[src/hdl/hvps_pkg.sv]
// Shared types, codes and helper functions of the high-voltage precharge sequencer.
package hvps_pkg;

    localparam int VOLT_W  = 10;
    localparam int TICK_W  = 16;
    localparam int MODE_W  = 3;
    localparam int CMD_W   = 2;
    localparam int RELAY_W = 3;
    localparam int APB_AW  = 4;
    localparam int APB_DW  = 32;
    localparam int REGIDX_W = 2;

    // Ratio test 20*mc > 19*batt, evaluated on a product wide enough for 20*1023
    localparam int PROD_W     = 15;
    localparam int RATIO_MC   = 20;
    localparam int RATIO_BATT = 19;

    localparam logic [VOLT_W-1:0] MIN_VOLT_RST     = VOLT_W'(400);
    localparam logic [VOLT_W-1:0] MAX_VOLT_RST     = VOLT_W'(600);
    localparam logic [TICK_W-1:0] TIMEOUT_TICK_RST = TICK_W'(50);
    localparam logic [TICK_W-1:0] BYPASS_TICK_RST  = TICK_W'(30);

    localparam logic [MODE_W-1:0] MODE_FAIL        = 3'd0;
    localparam logic [MODE_W-1:0] MODE_IDLE        = 3'd1;
    localparam logic [MODE_W-1:0] MODE_PRECHARGING = 3'd2;
    localparam logic [MODE_W-1:0] MODE_BYPASS      = 3'd3;
    localparam logic [MODE_W-1:0] MODE_PRECHARGED  = 3'd4;

    // Relay bits: bit0 AIR negative, bit1 precharge, bit2 AIR positive
    localparam logic [RELAY_W-1:0] RELAYS_SAFE     = 3'b000;
    localparam logic [RELAY_W-1:0] RELAYS_CHARGING = 3'b011;
    localparam logic [RELAY_W-1:0] RELAYS_ALL      = 3'b111;
    localparam logic [RELAY_W-1:0] RELAYS_RUN      = 3'b101;

    typedef enum logic [CMD_W-1:0] {
        CMD_TICK       = 2'd0,
        CMD_START      = 2'd1,
        CMD_BYPASS     = 2'd2,
        CMD_POWER_LOST = 2'd3
    } cmd_t;

    typedef enum logic [REGIDX_W-1:0] {
        REG_MIN_VOLT     = 2'd0,
        REG_MAX_VOLT     = 2'd1,
        REG_TIMEOUT_TICK = 2'd2,
        REG_BYPASS_TICK  = 2'd3
    } reg_idx_t;

    typedef struct packed {
        logic [VOLT_W-1:0] min_voltage;
        logic [VOLT_W-1:0] max_voltage;
        logic [TICK_W-1:0] timeout_ticks;
        logic [TICK_W-1:0] bypass_ticks;
    } cfg_t;

    typedef struct packed {
        logic [CMD_W-1:0]  command;
        logic [VOLT_W-1:0] battery_volts;
        logic [VOLT_W-1:0] motor_volts;
        logic              overtemp_ok;
    } item_t;

    typedef struct packed {
        logic [MODE_W-1:0] mode;
        logic              neg_closed;
        logic              pre_closed;
        logic              pos_closed;
        logic              timed_out;
        logic              start_taken;
    } result_t;

    function automatic logic volts_ready(
        input logic [VOLT_W-1:0] batt,
        input logic [VOLT_W-1:0] mc,
        input logic [VOLT_W-1:0] vmin,
        input logic [VOLT_W-1:0] vmax
    );
        logic [PROD_W-1:0] mc_scaled;
        logic [PROD_W-1:0] batt_scaled;
        mc_scaled   = PROD_W'(mc) * PROD_W'(RATIO_MC);
        batt_scaled = PROD_W'(batt) * PROD_W'(RATIO_BATT);
        return (mc_scaled > batt_scaled) && (mc > vmin) && (batt > vmin)
            && (mc < vmax) && (batt < vmax);
    endfunction

    function automatic logic [TICK_W-1:0] sat_inc(input logic [TICK_W-1:0] c);
        return (c == {TICK_W{1'b1}}) ? c : c + TICK_W'(1);
    endfunction

endpackage

[src/hdl/hvps_in_if.sv]
// Input item channel: valid/ready handshake with command and voltage readings.
interface hvps_in_if import hvps_pkg::*; ();
    logic              valid;
    logic              ready;
    logic [CMD_W-1:0]  command;
    logic [VOLT_W-1:0] battery_volts;
    logic [VOLT_W-1:0] motor_volts;
    logic              overtemp_ok;

    modport source (
        output valid, command, battery_volts, motor_volts, overtemp_ok,
        input  ready
    );
    modport sink (
        input  valid, command, battery_volts, motor_volts, overtemp_ok,
        output ready
    );
endinterface

[src/hdl/hvps_out_if.sv]
// Result channel: valid/ready handshake with mode and contactor commands.
interface hvps_out_if import hvps_pkg::*; ();
    logic              valid;
    logic              ready;
    logic [MODE_W-1:0] mode;
    logic              neg_closed;
    logic              pre_closed;
    logic              pos_closed;
    logic              timed_out;
    logic              start_taken;

    modport source (
        output valid, mode, neg_closed, pre_closed, pos_closed, timed_out, start_taken,
        input  ready
    );
    modport sink (
        input  valid, mode, neg_closed, pre_closed, pos_closed, timed_out, start_taken,
        output ready
    );
endinterface

[src/hdl/hvps_cfg_regs.sv]
// APB configuration registers: voltage limits, timeout and bypass tick counts.
module hvps_cfg_regs import hvps_pkg::*; (
    input  logic              clk,
    input  logic              rst_n,
    input  logic              psel,
    input  logic              penable,
    input  logic              pwrite,
    input  logic [APB_AW-1:0] paddr,
    input  logic [APB_DW-1:0] pwdata,
    output logic [APB_DW-1:0] prdata,
    output logic              pready,
    output cfg_t              cfg
);

    cfg_t     cfg_reg;
    logic     wr_en;
    reg_idx_t idx;

    assign pready = 1'b1;
    assign wr_en  = psel && penable && pwrite;
    assign idx    = reg_idx_t'(paddr[APB_AW-1:2]);
    assign cfg    = cfg_reg;

    always_ff @(posedge clk or negedge rst_n)
    begin
        if (!rst_n)
        begin
            cfg_reg.min_voltage   <= MIN_VOLT_RST;
            cfg_reg.max_voltage   <= MAX_VOLT_RST;
            cfg_reg.timeout_ticks <= TIMEOUT_TICK_RST;
            cfg_reg.bypass_ticks  <= BYPASS_TICK_RST;
        end
        else if (wr_en)
        begin
            case (idx)
                REG_MIN_VOLT:     cfg_reg.min_voltage   <= pwdata[VOLT_W-1:0];
                REG_MAX_VOLT:     cfg_reg.max_voltage   <= pwdata[VOLT_W-1:0];
                REG_TIMEOUT_TICK: cfg_reg.timeout_ticks <= pwdata[TICK_W-1:0];
                REG_BYPASS_TICK:  cfg_reg.bypass_ticks  <= pwdata[TICK_W-1:0];
                default:          cfg_reg <= cfg_reg;
            endcase
        end
    end

    always_comb
    begin
        case (idx)
            REG_MIN_VOLT:     prdata = APB_DW'(cfg_reg.min_voltage);
            REG_MAX_VOLT:     prdata = APB_DW'(cfg_reg.max_voltage);
            REG_TIMEOUT_TICK: prdata = APB_DW'(cfg_reg.timeout_ticks);
            REG_BYPASS_TICK:  prdata = APB_DW'(cfg_reg.bypass_ticks);
            default:          prdata = '0;
        endcase
    end

endmodule

[src/hdl/hvps_seq_core.sv]
// Sequencer state registers and the next-state rule for one item.
module hvps_seq_core import hvps_pkg::*; (
    input  logic    clk,
    input  logic    rst_n,
    input  logic    adv,
    input  item_t   item,
    input  cfg_t    cfg,
    output result_t res
);

    typedef enum logic [4:0] {
        ST_FAIL   = 5'b00001,
        ST_IDLE   = 5'b00010,
        ST_PRECHG = 5'b00100,
        ST_BYPASS = 5'b01000,
        ST_DONE   = 5'b10000
    } state_t;

    state_t             state_reg,  state_next;
    logic [RELAY_W-1:0] relay_reg,  relay_next;
    logic               armed_reg,  armed_next;
    logic [TICK_W-1:0]  tcount_reg, tcount_next;
    logic [TICK_W-1:0]  bcount_reg, bcount_next;
    logic               v_ok;
    logic               timed;
    logic               taken;
    logic [MODE_W-1:0]  mode_code;

    assign v_ok = volts_ready(item.battery_volts, item.motor_volts,
                              cfg.min_voltage, cfg.max_voltage);

    always_comb
    begin
        state_next  = state_reg;
        relay_next  = relay_reg;
        armed_next  = armed_reg;
        tcount_next = tcount_reg;
        bcount_next = bcount_reg;
        timed       = 1'b0;
        taken       = 1'b0;
        case (cmd_t'(item.command))
            CMD_TICK:
            begin
                case (state_reg)
                    ST_IDLE: relay_next = RELAYS_SAFE;
                    ST_PRECHG:
                    begin
                        relay_next = v_ok ? RELAYS_ALL : RELAYS_CHARGING;
                        if (v_ok)
                        begin
                            state_next = ST_DONE;
                        end
                    end
                    ST_BYPASS:
                    begin
                        relay_next  = RELAYS_CHARGING;
                        bcount_next = sat_inc(bcount_reg);
                        if (bcount_next >= cfg.bypass_ticks)
                        begin
                            state_next = ST_DONE;
                        end
                    end
                    ST_DONE: relay_next = RELAYS_RUN;
                    default:
                    begin
                        relay_next = RELAYS_SAFE;
                        state_next = item.overtemp_ok ? ST_IDLE : ST_FAIL;
                    end
                endcase
                // Timeout runs after the state rule, in every state
                if (armed_reg)
                begin
                    tcount_next = sat_inc(tcount_reg);
                    if (tcount_next >= cfg.timeout_ticks)
                    begin
                        armed_next = 1'b0;
                        if (v_ok)
                        begin
                            relay_next = RELAYS_ALL;
                        end
                        else
                        begin
                            state_next = ST_FAIL;
                            timed      = 1'b1;
                        end
                    end
                end
            end
            CMD_START:
            begin
                if (state_reg == ST_IDLE && item.battery_volts > cfg.min_voltage
                    && item.battery_volts < cfg.max_voltage)
                begin
                    relay_next  = RELAYS_CHARGING;
                    state_next  = ST_PRECHG;
                    armed_next  = 1'b1;
                    tcount_next = '0;
                    taken       = 1'b1;
                end
            end
            CMD_BYPASS:
            begin
                state_next  = ST_BYPASS;
                bcount_next = '0;
            end
            default: state_next = ST_FAIL;
        endcase
    end

    always_comb
    begin
        case (state_next)
            ST_IDLE:   mode_code = MODE_IDLE;
            ST_PRECHG: mode_code = MODE_PRECHARGING;
            ST_BYPASS: mode_code = MODE_BYPASS;
            ST_DONE:   mode_code = MODE_PRECHARGED;
            default:   mode_code = MODE_FAIL;
        endcase
    end

    assign res.mode        = mode_code;
    assign res.neg_closed  = relay_next[0];
    assign res.pre_closed  = relay_next[1];
    assign res.pos_closed  = relay_next[2];
    assign res.timed_out   = timed;
    assign res.start_taken = taken;

    always_ff @(posedge clk or negedge rst_n)
    begin
        if (!rst_n)
        begin
            state_reg  <= ST_FAIL;
            relay_reg  <= RELAYS_SAFE;
            armed_reg  <= 1'b0;
            tcount_reg <= '0;
            bcount_reg <= '0;
        end
        else if (adv)
        begin
            state_reg  <= state_next;
            relay_reg  <= relay_next;
            armed_reg  <= armed_next;
            tcount_reg <= tcount_next;
            bcount_reg <= bcount_next;
        end
    end

endmodule

[src/hdl/hv_precharge_sequencer.sv]
// An accepted item waits in the input register, then moves on to the result register.
// Throughput: one item per cycle while results drain; the input register takes a new item
// whenever the result register is empty or draining, and can hold one while a result waits.
// The sequencer state advances only as an item moves from input register to result register.
// Reset (rst_n low, asynchronous): fail state, all relays open, timeout disarmed,
// counters zero, both channel stages empty, registers at their documented defaults.
module hv_precharge_sequencer import hvps_pkg::*; (
    input  logic              clk,
    input  logic              rst_n,
    input  logic              psel,
    input  logic              penable,
    input  logic              pwrite,
    input  logic [APB_AW-1:0] paddr,
    input  logic [APB_DW-1:0] pwdata,
    output logic [APB_DW-1:0] prdata,
    output logic              pready,
    hvps_in_if.sink           in_ch,
    hvps_out_if.source        out_ch
);

    cfg_t    cfg;
    item_t   item_reg;
    logic    item_valid_reg, item_valid_next;
    result_t res_reg;
    result_t res_comb;
    logic    res_valid_reg,  res_valid_next;
    logic    in_xfer;
    logic    adv;

    hvps_cfg_regs u_cfg (
        .clk     (clk),
        .rst_n   (rst_n),
        .psel    (psel),
        .penable (penable),
        .pwrite  (pwrite),
        .paddr   (paddr),
        .pwdata  (pwdata),
        .prdata  (prdata),
        .pready  (pready),
        .cfg     (cfg)
    );

    // Move the held item into the result register when that slot is free or draining
    assign adv          = item_valid_reg && (!res_valid_reg || out_ch.ready);
    assign in_ch.ready  = !item_valid_reg || adv;
    assign in_xfer      = in_ch.valid && in_ch.ready;

    hvps_seq_core u_core (
        .clk   (clk),
        .rst_n (rst_n),
        .adv   (adv),
        .item  (item_reg),
        .cfg   (cfg),
        .res   (res_comb)
    );

    always_comb
    begin
        item_valid_next = item_valid_reg;
        if (in_xfer)
        begin
            item_valid_next = 1'b1;
        end
        else if (adv)
        begin
            item_valid_next = 1'b0;
        end

        res_valid_next = res_valid_reg;
        if (adv)
        begin
            res_valid_next = 1'b1;
        end
        else if (out_ch.ready)
        begin
            res_valid_next = 1'b0;
        end
    end

    always_ff @(posedge clk or negedge rst_n)
    begin
        if (!rst_n)
        begin
            item_valid_reg <= 1'b0;
            res_valid_reg  <= 1'b0;
        end
        else
        begin
            item_valid_reg <= item_valid_next;
            res_valid_reg  <= res_valid_next;
        end
    end

    // Payload registers: capture on transfer, hold otherwise
    always_ff @(posedge clk)
    begin
        if (in_xfer)
        begin
            item_reg.command       <= in_ch.command;
            item_reg.battery_volts <= in_ch.battery_volts;
            item_reg.motor_volts   <= in_ch.motor_volts;
            item_reg.overtemp_ok   <= in_ch.overtemp_ok;
        end
        if (adv)
        begin
            res_reg <= res_comb;
        end
    end

    assign out_ch.valid       = res_valid_reg;
    assign out_ch.mode        = res_reg.mode;
    assign out_ch.neg_closed  = res_reg.neg_closed;
    assign out_ch.pre_closed  = res_reg.pre_closed;
    assign out_ch.pos_closed  = res_reg.pos_closed;
    assign out_ch.timed_out   = res_reg.timed_out;
    assign out_ch.start_taken = res_reg.start_taken;

    // An item leaving the input stage always lands in the result register
    a_adv_fills: assert property (@(posedge clk) disable iff (!rst_n)
        adv |=> res_valid_reg)
        else $error("advanced item did not reach result register");

    // A held item that cannot advance must not be dropped
    a_item_held: assert property (@(posedge clk) disable iff (!rst_n)
        item_valid_reg && !adv |=> item_valid_reg)
        else $error("stalled input item lost");

    // AIR positive never closes without AIR negative
    a_pos_needs_neg: assert property (@(posedge clk) disable iff (!rst_n)
        res_valid_reg && res_reg.pos_closed |-> res_reg.neg_closed)
        else $error("positive contactor closed with negative open");

    // A timeout always leaves the sequencer in fail
    a_timeout_fail: assert property (@(posedge clk) disable iff (!rst_n)
        res_valid_reg && res_reg.timed_out |-> res_reg.mode == MODE_FAIL)
        else $error("timeout reported outside fail mode");

    // An accepted start enters precharging with the precharge relay closed
    a_start_prechg: assert property (@(posedge clk) disable iff (!rst_n)
        res_valid_reg && res_reg.start_taken
            |-> res_reg.mode == MODE_PRECHARGING && res_reg.pre_closed)
        else $error("accepted start did not enter precharging");

endmodule
[src/flat_wrapper.sv]
// flat-port wrapper written by rule: the top's interface ports become plain ports
module hv_precharge_sequencer_flat import hvps_pkg::*;
  (clk, rst_n, psel, penable, pwrite, paddr, pwdata, prdata, pready, in_ch_valid, in_ch_command, in_ch_battery_volts, in_ch_motor_volts, in_ch_overtemp_ok, in_ch_ready, out_ch_valid, out_ch_mode, out_ch_neg_closed, out_ch_pre_closed, out_ch_pos_closed, out_ch_timed_out, out_ch_start_taken, out_ch_ready);
  hvps_in_if in_ch_i ();
  hvps_out_if out_ch_i ();
  input  logic clk;
  input  logic rst_n;
  input  logic psel;
  input  logic penable;
  input  logic pwrite;
  input  logic [APB_AW-1:0] paddr;
  input  logic [APB_DW-1:0] pwdata;
  output logic [APB_DW-1:0] prdata;
  output logic pready;
  input wire logic [$bits(in_ch_i.valid)-1:0] in_ch_valid;
  input wire logic [$bits(in_ch_i.command)-1:0] in_ch_command;
  input wire logic [$bits(in_ch_i.battery_volts)-1:0] in_ch_battery_volts;
  input wire logic [$bits(in_ch_i.motor_volts)-1:0] in_ch_motor_volts;
  input wire logic [$bits(in_ch_i.overtemp_ok)-1:0] in_ch_overtemp_ok;
  output wire logic [$bits(in_ch_i.ready)-1:0] in_ch_ready;
  output wire logic [$bits(out_ch_i.valid)-1:0] out_ch_valid;
  output wire logic [$bits(out_ch_i.mode)-1:0] out_ch_mode;
  output wire logic [$bits(out_ch_i.neg_closed)-1:0] out_ch_neg_closed;
  output wire logic [$bits(out_ch_i.pre_closed)-1:0] out_ch_pre_closed;
  output wire logic [$bits(out_ch_i.pos_closed)-1:0] out_ch_pos_closed;
  output wire logic [$bits(out_ch_i.timed_out)-1:0] out_ch_timed_out;
  output wire logic [$bits(out_ch_i.start_taken)-1:0] out_ch_start_taken;
  input wire logic [$bits(out_ch_i.ready)-1:0] out_ch_ready;
  assign in_ch_i.valid = in_ch_valid;
  assign in_ch_i.command = in_ch_command;
  assign in_ch_i.battery_volts = in_ch_battery_volts;
  assign in_ch_i.motor_volts = in_ch_motor_volts;
  assign in_ch_i.overtemp_ok = in_ch_overtemp_ok;
  assign in_ch_ready = in_ch_i.ready;
  assign out_ch_valid = out_ch_i.valid;
  assign out_ch_mode = out_ch_i.mode;
  assign out_ch_neg_closed = out_ch_i.neg_closed;
  assign out_ch_pre_closed = out_ch_i.pre_closed;
  assign out_ch_pos_closed = out_ch_i.pos_closed;
  assign out_ch_timed_out = out_ch_i.timed_out;
  assign out_ch_start_taken = out_ch_i.start_taken;
  assign out_ch_i.ready = out_ch_ready;
  hv_precharge_sequencer u_core (.clk(clk), .rst_n(rst_n), .psel(psel), .penable(penable), .pwrite(pwrite), .paddr(paddr), .pwdata(pwdata), .prdata(prdata), .pready(pready), .in_ch(in_ch_i), .out_ch(out_ch_i));
endmodule
[config.mk]
export PLATFORM = sky130hd
export DESIGN_NAME = hv_precharge_sequencer_flat
export DESIGN_NICKNAME = d
export VERILOG_FILES = /design/src/hdl/hvps_pkg.sv /design/src/hdl/hvps_in_if.sv /design/src/hdl/hvps_out_if.sv /design/src/hdl/hvps_cfg_regs.sv /design/src/hdl/hvps_seq_core.sv /design/src/hdl/hv_precharge_sequencer.sv /design/src/flat_wrapper.sv
export SDC_FILE = /design/constraint.sdc
export NUM_CORES = 1
export LEC_CHECK = 0
export BUFFER_PORTS_ARGS = -buffer_cell sky130_fd_sc_hd__buf_4
export CORE_ASPECT_RATIO = 0.9
export CORE_MARGIN = 5
export CORE_UTILIZATION = 50
export CTS_BUF_LIST = sky130_fd_sc_hd__clkbuf_16
export DETAILED_ROUTE_END_ITERATION = 16
export GPL_TIMING_DRIVEN = 0
export PLACE_DENSITY = 0.77
export RECOVER_POWER = 50
export SLEW_MARGIN = 25
export SYNTH_ARGS = -nofsm -noshare
export SYNTH_HDL_FRONTEND = slang
export SYNTH_SLANG_ARGS = --single-unit
[constraint.sdc]
create_clock -name clk -period 6.9 [get_ports clk]
set_input_delay 1.035 -clock clk [delete_from_list [all_inputs] [get_ports clk]]
set_output_delay 1.035 -clock clk [all_outputs]
set_load 0.005 [all_outputs]
* Word-level counts from Yosys, hierarchy flattened *
Index checks and enable logic that the tools add are counted.

storage, ports and cells
  register bits after elaboration = 126
  input bits = 66
  output and inout port bits = 43
  logic and storage cells = 114

cells by class
  $add $sub $neg = 2
  multiply operators = 2
  magnitude comparators = 7
  equality and inequality tests = 18
  muxes and demuxes = 35
  reductions and logical operators = 29

operator list
  kind                                                number
  case mux 32 bit (4 select lines)                    1
  two-way mux 16 bit                                  5
  case mux 16 bit (2 select lines)                    2
  adder 16 x 1 -> 16 bit, second input constant       2
  == test 16 bit, second input constant               2
  >= comparator 16 bit                                2
  two-way mux 5 bit                                   6
  case mux 5 bit (3 select lines)                     2
  greater-than comparator 10 bit                      2
  less-than comparator 10 bit                         2
  greater-than comparator 15 bit                      1
  multiplier 10 x 5 -> 15 bit, second input constant  1
  two-way mux 3 bit                                   5
  multiplier 10 x 3 -> 13 bit, second input constant  1
  case mux 3 bit (4 select lines)                     1
  == test 5 x 2 -> 1 bit, second input constant       2
  == test 5 x 3 -> 1 bit, second input constant       2
  == test 5 x 4 -> 1 bit, second input constant       2
  == test 5 bit, second input constant                2
  logical AND 1 bit                                   10
  two-way mux 1 bit                                   9
  case mux 3 bit (3 select lines)                     1
  AND reduction 3 bit                                 3
  AND reduction 2 bit                                 4
  other kinds (13)                                    23

* Logic depth before layout (Yosys ltp) *
Gate-level depths: netlist of run 1.

  depth after elaboration = 14
  depth in mapped cells = 23

* Cells and area by module *
Synthesis of run 1 repeated with hierarchy kept, for this count alone.

second synthesis, totals
  cells, all modules = 958
  area, all modules = 9575.4 sq um

modules (own cells, without submodules)
  module                  instances  cells each  area each (sq um)  sequential area each (sq um)
  hvps_seq_core           1          760         6010.8             1027.2
  hvps_cfg_regs           1          159         2529.9             1318.8
  hv_precharge_sequencer  1          39          1034.7             980.9

* Worst setup path after synthesis of run 1 *
No wires, ideal clock.

  path kind = reg-to-reg
  from = register u_core.item_reg[16] in the netlist's numbering
  to = register u_core.res_reg (netlist bit u_core.out_ch.mode[1]) (data pin)
  library setup time = 258 ps
  arrival = 4531 ps
  path slack = 2111 ps
  cell stages (with the launch flop) = 23
  path buffers = 0
  cells stage by stage = edfxtp_1 > ha_1 > inv_1 > fa_1 > inv_1 > ha_1 > a21boi_0 > o21ai_0 > a21boi_0 > o21a_1 > o21ai_0 > a21oi_1 > a211oi_1 > ha_1 > nand4_1 > nor3_1 > a32o_1 > nor4_1 > nand3_2 > a311oi_4 > o21ai_2 > xnor2_1 > nor3b_2

RTL lines
  item                  line                           text
  from (decl)           hv_precharge_sequencer.sv:22   item_t item_reg;
  to (signal assigned)  hv_precharge_sequencer.sv:106  res_reg <= res_comb;
  to (decl)             hv_precharge_sequencer.sv:24   result_t res_reg;

==> impl_metrics.json, run 1 <==
{
  "outcome": "finished, violations left",
  "violations": "max-capacitance violations, max-slew violations",
  "hold_viol_final": 0,
  "p_clk_share_pct": 31.9,
  "cts_hold_buf": 0,
  "ios": 109,
  "htreeDepth": 4,
  "core_sq_um": 18470,
  "p_int_w": 0.001872,
  "p_per_area_nw_per_um2": 256.6,
  "cts.sinks": 126,
  "yosysWarnings": 0,
  "drive_above_1_share_pct": 18.07,
  "die_area_sq_um": 21740,
  "io_buffers": 73,
  "p_switching_w": 0.0009344,
  "cts_buffers": 17,
  "routed_wl_microns": 23600,
  "worst_slew_pin_slew_ns": 5.156,
  "die_w_microns": 154.9,
  "required_ns": 7.15,
  "fin_tns_setup_ns": 0,
  "largest_reg_flops": 52,
  "cp-endpoint": "u_core.out_ch.mode[0]",
  "hp-class": "reg2reg",
  "crit_path_end_kind": "flop",
  "setup_ws_ns": 0.9193,
  "post_cts_buffers": 0,
  "synth_edf_count": 31,
  "synth.distinct_cells": 76,
  "grt_pass1_vias": 7336,
  "combPwrFrac_pct": 32.5,
  "reg2reg_slack_ns": 0.92,
  "slowest_delay_ns": 0.55,
  "p_seq_share_pct": 35.6,
  "grt_usage_pct": 21.90,
  "antenna_found_initial": 0,
  "grt_start_max_net_pins": 96,
  "clock_skew_ns": 0.007650,
  "min_period_over_period_pct": 86.68,
  "synthesis.area_sq_um": 9444,
  "critical_path.startpoint": "u_core.item_reg[16]",
  "path_max_fanout": 5,
  "dpl_worst_slack_ns": 1.145,
  "cts_resized": 0,
  "crit_chain": "ha_1 > inv_1 > fa_1 > inv_1 > ha_1 > a21boi_0 > o21ai_0 > a21boi_0 > o21a_1 > o21ai_0 > a21oi_1 > a211oi_1 > ha_1 > nand4_1 > nor3_1 > a32o_1 > nor4_1 > nand3_2 > nand2b_1 > a32oi_1 > xor2_1 > nor3_2",
  "rows": 47,
  "cts_tree": "yes",
  "crit_top_cell": "ha_1",
  "setup_violations": 0,
  "ys_seq_area_share_pct": 35.23,
  "fin_crit_ns": 5.981,
  "mostFrequentLayoutCells": "ha_1 (126), inv_1 (104), nand2_1 (92), dfrtp_1 (80), o21ai_0 (71)",
  "place_hpwl_microns": 17840,
  "die_y_microns": 140.4,
  "final_common_cell": "ha_1",
  "drv_cap": 2,
  "initial_core_util_pct": 51.15,
  "switching_share_pct": 33.30,
  "min_path_cells": 1,
  "cp.arrival_ns": 6.23,
  "overflow": 0,
  "power_w": 0.002806,
  "via_count": 7717,
  "clock_tree.buffer_depth": 2,
  "first_pass_iters": 5,
  "p_leak_nw": 5.129,
  "slowest_stage": "edfxtp_1",
  "grt_pass1_wl_microns": 37860,
  "rsz0062_at_grt": "false",
  "num_antenna_cells": 0,
  "worstRegToRegCells": 22,
  "fmax_ghz": 0.1672,
  "drt_iter0_drc": 642,
  "avgSynthCellArea_sq_um": 9.568,
  "critPathKind": "reg2reg",
  "r2r_end": "u_core.out_ch.mode[0]",
  "max-vdd-ir-drop_v": 0.0001710,
  "root_buffer": "clkbuf_16",
  "critical_path.startpoint_type": "flop",
  "clock_latency_ns": 0.42,
  "wire_per_inst_microns": 17.45,
  "synth-seq-cells": 126,
  "cts.reportedPaths.clkPinSlew_ns": 0.06,
  "vias_per_cell": 5.708,
  "synthCells": 987,
  "synth-async-reset-ratio_pct": 75.40,
  "max_slew_margin_pct": -243.7,
  "synth_top_flop_cell": "dfrtp_1",
  "place.gp.congestion": 0.9110,
  "r2r_start": "u_core.item_reg[16]",
  "antenna_left": 0,
  "drc": 0,
  "final_nets": 1293,
  "drv_slew": 120,
  "area_growth_syn_to_layout_pct": 15.79
}
## worst max-delay path, delay by kind of cell (launching register included)
kind	cells	cell delay, ns
adder cells (fa/ha/maj)	4	1.45
AND/OR/NAND/NOR	6	1.58
AO/OA/AOI/OAI	9	1.90
flip-flops	1	0.55
XOR/XNOR	1	0.23
buffers and inverters	2	0.09
## worst min-delay path by stage
stage / slack (ns) / end / start
4_1_cts: 0.49 / u_core.out_ch.valid / u_core.item_valid_reg
3_3_place_gp: 0.48 / u_core.out_ch.valid / u_core.item_valid_reg
3_5_place_dp: 0.49 / u_core.out_ch.valid / u_core.item_valid_reg
2_1_floorplan: 0.46 / u_core.out_ch.valid / u_core.item_valid_reg
6_report: 0.49 / u_core.out_ch.valid / u_core.item_valid_reg
5_1_grt: 0.51 / u_core.out_ch.valid / u_core.item_valid_reg
## power by group through the flow
stage | Combinational [W] | Sequential [W] | Clock (W)
3_3_place_gp | 0.000853 | 0.00100 | 0
3_5_place_dp | 0.000892 | 0.00101 | 0
4_1_cts | 0.000908 | 0.000996 | 0.000903
6_report | 0.000912 | 0.000999 | 0.000896
5_1_grt | 0.00103 | 0.00101 | 0.000939
2_1_floorplan | 0.000638 | 0.000974 | 0
## logic make-up (layout without fill, tap and decap cells)
kind of cell,after synthesis,in the layout,synth area share (%)
AND/OR/NAND/NOR,282,282,14.80
AO/OA/AOI/OAI,205,205,13.86
XOR/XNOR,37,37,3.431
other,2,17,0.07952
buffers and inverters,144,249,6.505
multiplexers,58,58,7.923
adder cells (fa/ha/maj),133,133,18.18
flip-flops,126,126,35.23
## area by class of cell
class / instances / area (sq um)
Fill cell: 1568 / 7530
Multi-Input combinational cell: 732 / 5564
Sequential cell: 126 / 3327
Timing Repair Buffer: 73 / 544.3
Clock buffer: 17 / 425.4
Inverter: 102 / 382.9
Tap cell: 245 / 306.5
Buffer: 42 / 231.5
Clock inverter: 15 / 153.9
## synthesized netlist by cell type (8+ instances only)
master    count  area share [%]
mux2_2       34             4.1
dfrtp_1      80              21
nor2_1       56             2.2
and2_1        8            0.53
nand2_1      92             3.7
mux4_2       10             2.4
mux2i_1      14             1.5
ha_1        126              17
dfstp_2      15             4.2
xnor2_1      23             2.1
edfxtp_1     31             9.9
inv_1       101             4.0
nand4_1      18             1.2
nand3_1      25             1.3
nor3_1       16            0.85
nand2b_1     14            0.93
xor2_1       14             1.3
a21oi_1      48             2.5
buf_4        18             1.4
nor2b_1      19             1.3
o21ai_0      71             3.8
clkbuf_1     18            0.72
a211oi_1      9            0.72
## per-layer routing
layer / GRT usage (%) / routed length [microns]
met3: 5.706 / 1876
met2: 32.17 / 10390
met4: 4.879 / 321
met1: 32.46 / 11010
met5: 0 / 0
## through the flow
step	std cells	utilization (%)	cell area (sq um)	hold WS [ns]
after CTS	1352	59.27	10940	0.4865
final	1352	59.22	10940	0.4895
after global placement	1320	56.08	10350	0.4757
after global routing	1352	59.22	10940	0.5115
after floorplan	1002	-	9500	0.4572
after detailed placement	1320	56.13	10360	0.4879
No activity file was read; power rests on OpenSTA's default activity.
==> inputs of run 2 (changes only) <==
--- a/config.mk
+++ b/config.mk
@@ -8,13 +8,12 @@
 export BUFFER_PORTS_ARGS = -buffer_cell sky130_fd_sc_hd__buf_4
 export CORE_ASPECT_RATIO = 0.9
 export CORE_MARGIN = 5
-export CORE_UTILIZATION = 50
+export CORE_UTILIZATION = 34
 export CTS_BUF_LIST = sky130_fd_sc_hd__clkbuf_16
 export DETAILED_ROUTE_END_ITERATION = 16
 export GPL_TIMING_DRIVEN = 0
-export PLACE_DENSITY = 0.77
+export PLACE_DENSITY = 0.58
 export RECOVER_POWER = 50
-export SLEW_MARGIN = 25
 export SYNTH_ARGS = -nofsm -noshare
 export SYNTH_HDL_FRONTEND = slang
 export SYNTH_SLANG_ARGS = --single-unit
==> impl_metrics.json, run 2 (same netlist as run 1, synthesis figures left out) <==
{
  "crit_family": "compound AO/OA/AOI/OAI gates",
  "worst_slew_pin_slew_ns": 5.393,
  "overflow": 0,
  "cts_tree": "yes",
  "max-vdd-ir-drop_v": 0.0001665,
  "path_max_fanout": 5,
  "setup_violations": 0,
  "drc": 0,
  "via_count": 7495,
  "wire_per_inst_microns": 16.87,
  "cp.arrival_ns": 6.25,
  "htreeDepth": 4,
  "antenna_left": 0,
  "grt_start_max_net_pins": 96,
  "fin_tns_setup_ns": 0,
  "antenna_found_initial": 1,
  "first_pass_iters": 5,
  "p_leak_nw": 5.090,
  "cts_resized": 0,
  "hp-class": "reg2reg",
  "largest_reg_flops": 52,
  "critPathKind": "reg2reg",
  "hold_viol_final": 0,
  "root_buffer": "clkbuf_16",
  "clock_tree.buffer_depth": 2,
  "die_y_microns": 168.1,
  "cts_buffers": 17,
  "initial_core_util_pct": 34.76,
  "crit_top_cell": "ha_1",
  "place.gp.congestion": 0.8287,
  "drt_iter0_drc": 477,
  "clock_skew_ns": 0.01236,
  "clock_latency_ns": 0.42,
  "dpl_worst_slack_ns": 0.9555,
  "p_per_area_nw_per_um2": 250.3,
  "crit_path_end_kind": "flop",
  "slowest_delay_ns": 0.58,
  "die_area_sq_um": 31210,
  "place_hpwl_microns": 19090,
  "io_buffers": 73,
  "die_w_microns": 185.7,
  "required_ns": 7.12,
  "grt_pass1_vias": 7330,
  "ios": 109,
  "drv_cap": 2,
  "drive_above_1_share_pct": 18.07,
  "routed_wl_microns": 24650,
  "cts.reportedPaths.clkPinSlew_ns": 0.07,
  "area_growth_syn_to_layout_pct": 16.89,
  "critical_path.startpoint_type": "flop",
  "final_common_cell": "ha_1",
  "drv_slew": 120,
  "crit_chain": "ha_1 > inv_1 > fa_1 > inv_1 > ha_1 > a21boi_0 > o21ai_0 > a21boi_0 > o21a_1 > o21ai_0 > a21oi_1 > a211oi_1 > ha_1 > nand4_1 > nor3_1 > a32o_1 > nor4_1 > nand3_2 > a311oi_4 > o21ai_2 > nor4_1",
  "fin_crit_ns": 6.037,
  "rsz0062_at_grt": "false",
  "violations": "max-capacitance violations, max-slew violations",
  "power_w": 0.002763,
  "mostFrequentLayoutCells": "ha_1 (126), inv_1 (101), nand2_1 (92), dfrtp_1 (80), o21ai_0 (71)",
  "setup_ws_ns": 0.8635,
  "fill_cells": 2705,
  "min_period_over_period_pct": 87.49,
  "cts_hold_buf": 0,
  "fmax_ghz": 0.1657,
  "core_sq_um": 27170,
  "grt_pass1_wl_microns": 39690,
  "grt_usage_pct": 16.06,
  "max_slew_margin_pct": -259.5,
  "whs_ns": 0.4975,
  "final_nets": 1293,
  "vias_per_cell": 5.130,
  "slowest_stage": "nor4_1",
  "num_antenna_cells": 0,
  "cts.sinks": 126,
  "outcome": "finished, violations left",
  "rows": 57,
  "cp_num_buf_inv": 2,
  "post_cts_buffers": 0
}
[run 2: changes by cell type in the layout (fill, tap and decap cells not counted), sizes merged]
cell	delta
bufinv	-2
clkbuf	+10
buf	-10
clkinvlp	+2
[run 2: power by group]
group	switching, W	internal, W
registers	0.0000954	0.000900
clock network	0.000369	0.000500
logic	0.000492	0.000406
total	0.000957	0.00181
[run 2: layer usage]
layer / global-route usage (%) / wire length (microns) / vias to the layer above
met3: 3.495 / 1307 / 33
li1: - / - / 3716
met2: 23.86 / 10490 / 171
met4: 4.593 / 484 / 2
met1: 23.48 / 12350 / 3573
met5: 0 / 20 / -
[run 2: worst paths after layout]
| check | slack, ns | from | cells past startpoint | to |
|---|---|---|---|---|
| setup reg to reg | 0.86 | u_core.item_reg[16] | 21 | u_core.out_ch.mode[2] |
| hold reg to reg | 0.50 | u_core.item_valid_reg | 1 | u_core.out_ch.valid |
| hold / removal | 0.50 | u_core.item_valid_reg | 1 | u_core.out_ch.valid |
| max in group asynchronous | 1.30 | rst_n | 1 | u_core.u_core.tcount_reg[1] |
| setup / recovery | 0.86 | u_core.item_reg[16] | 21 | u_core.out_ch.mode[2] |
| min in group asynchronous | 2.57 | rst_n | 1 | u_core.u_core.bcount_reg[9] |
[run 2: metrics by stage]
step / cell area (sq um) / utilization (%) / std cells
floorplan: 9500 / - / 1002
global placement: 10490 / 38.61 / 1429
detailed placement: 10490 / 38.61 / 1429
CTS: 11050 / 40.68 / 1461
global route: 11040 / 40.63 / 1461
finish: 11040 / 40.63 / 1461
[run 2: final cells by class]
cell class / instances / area, sq um / area share, %
Inverter: 102 / 382.9 / 3.468
Clock inverter: 15 / 137.6 / 1.247
Buffer: 42 / 231.5 / 2.097
Sequential cell: 126 / 3327 / 30.14
Tap cell: 354 / 442.9 / 4.012
Multi-Input combinational cell: 732 / 5559 / 50.36
Timing Repair Buffer: 73 / 533.0 / 4.828
Clock buffer: 17 / 425.4 / 3.854
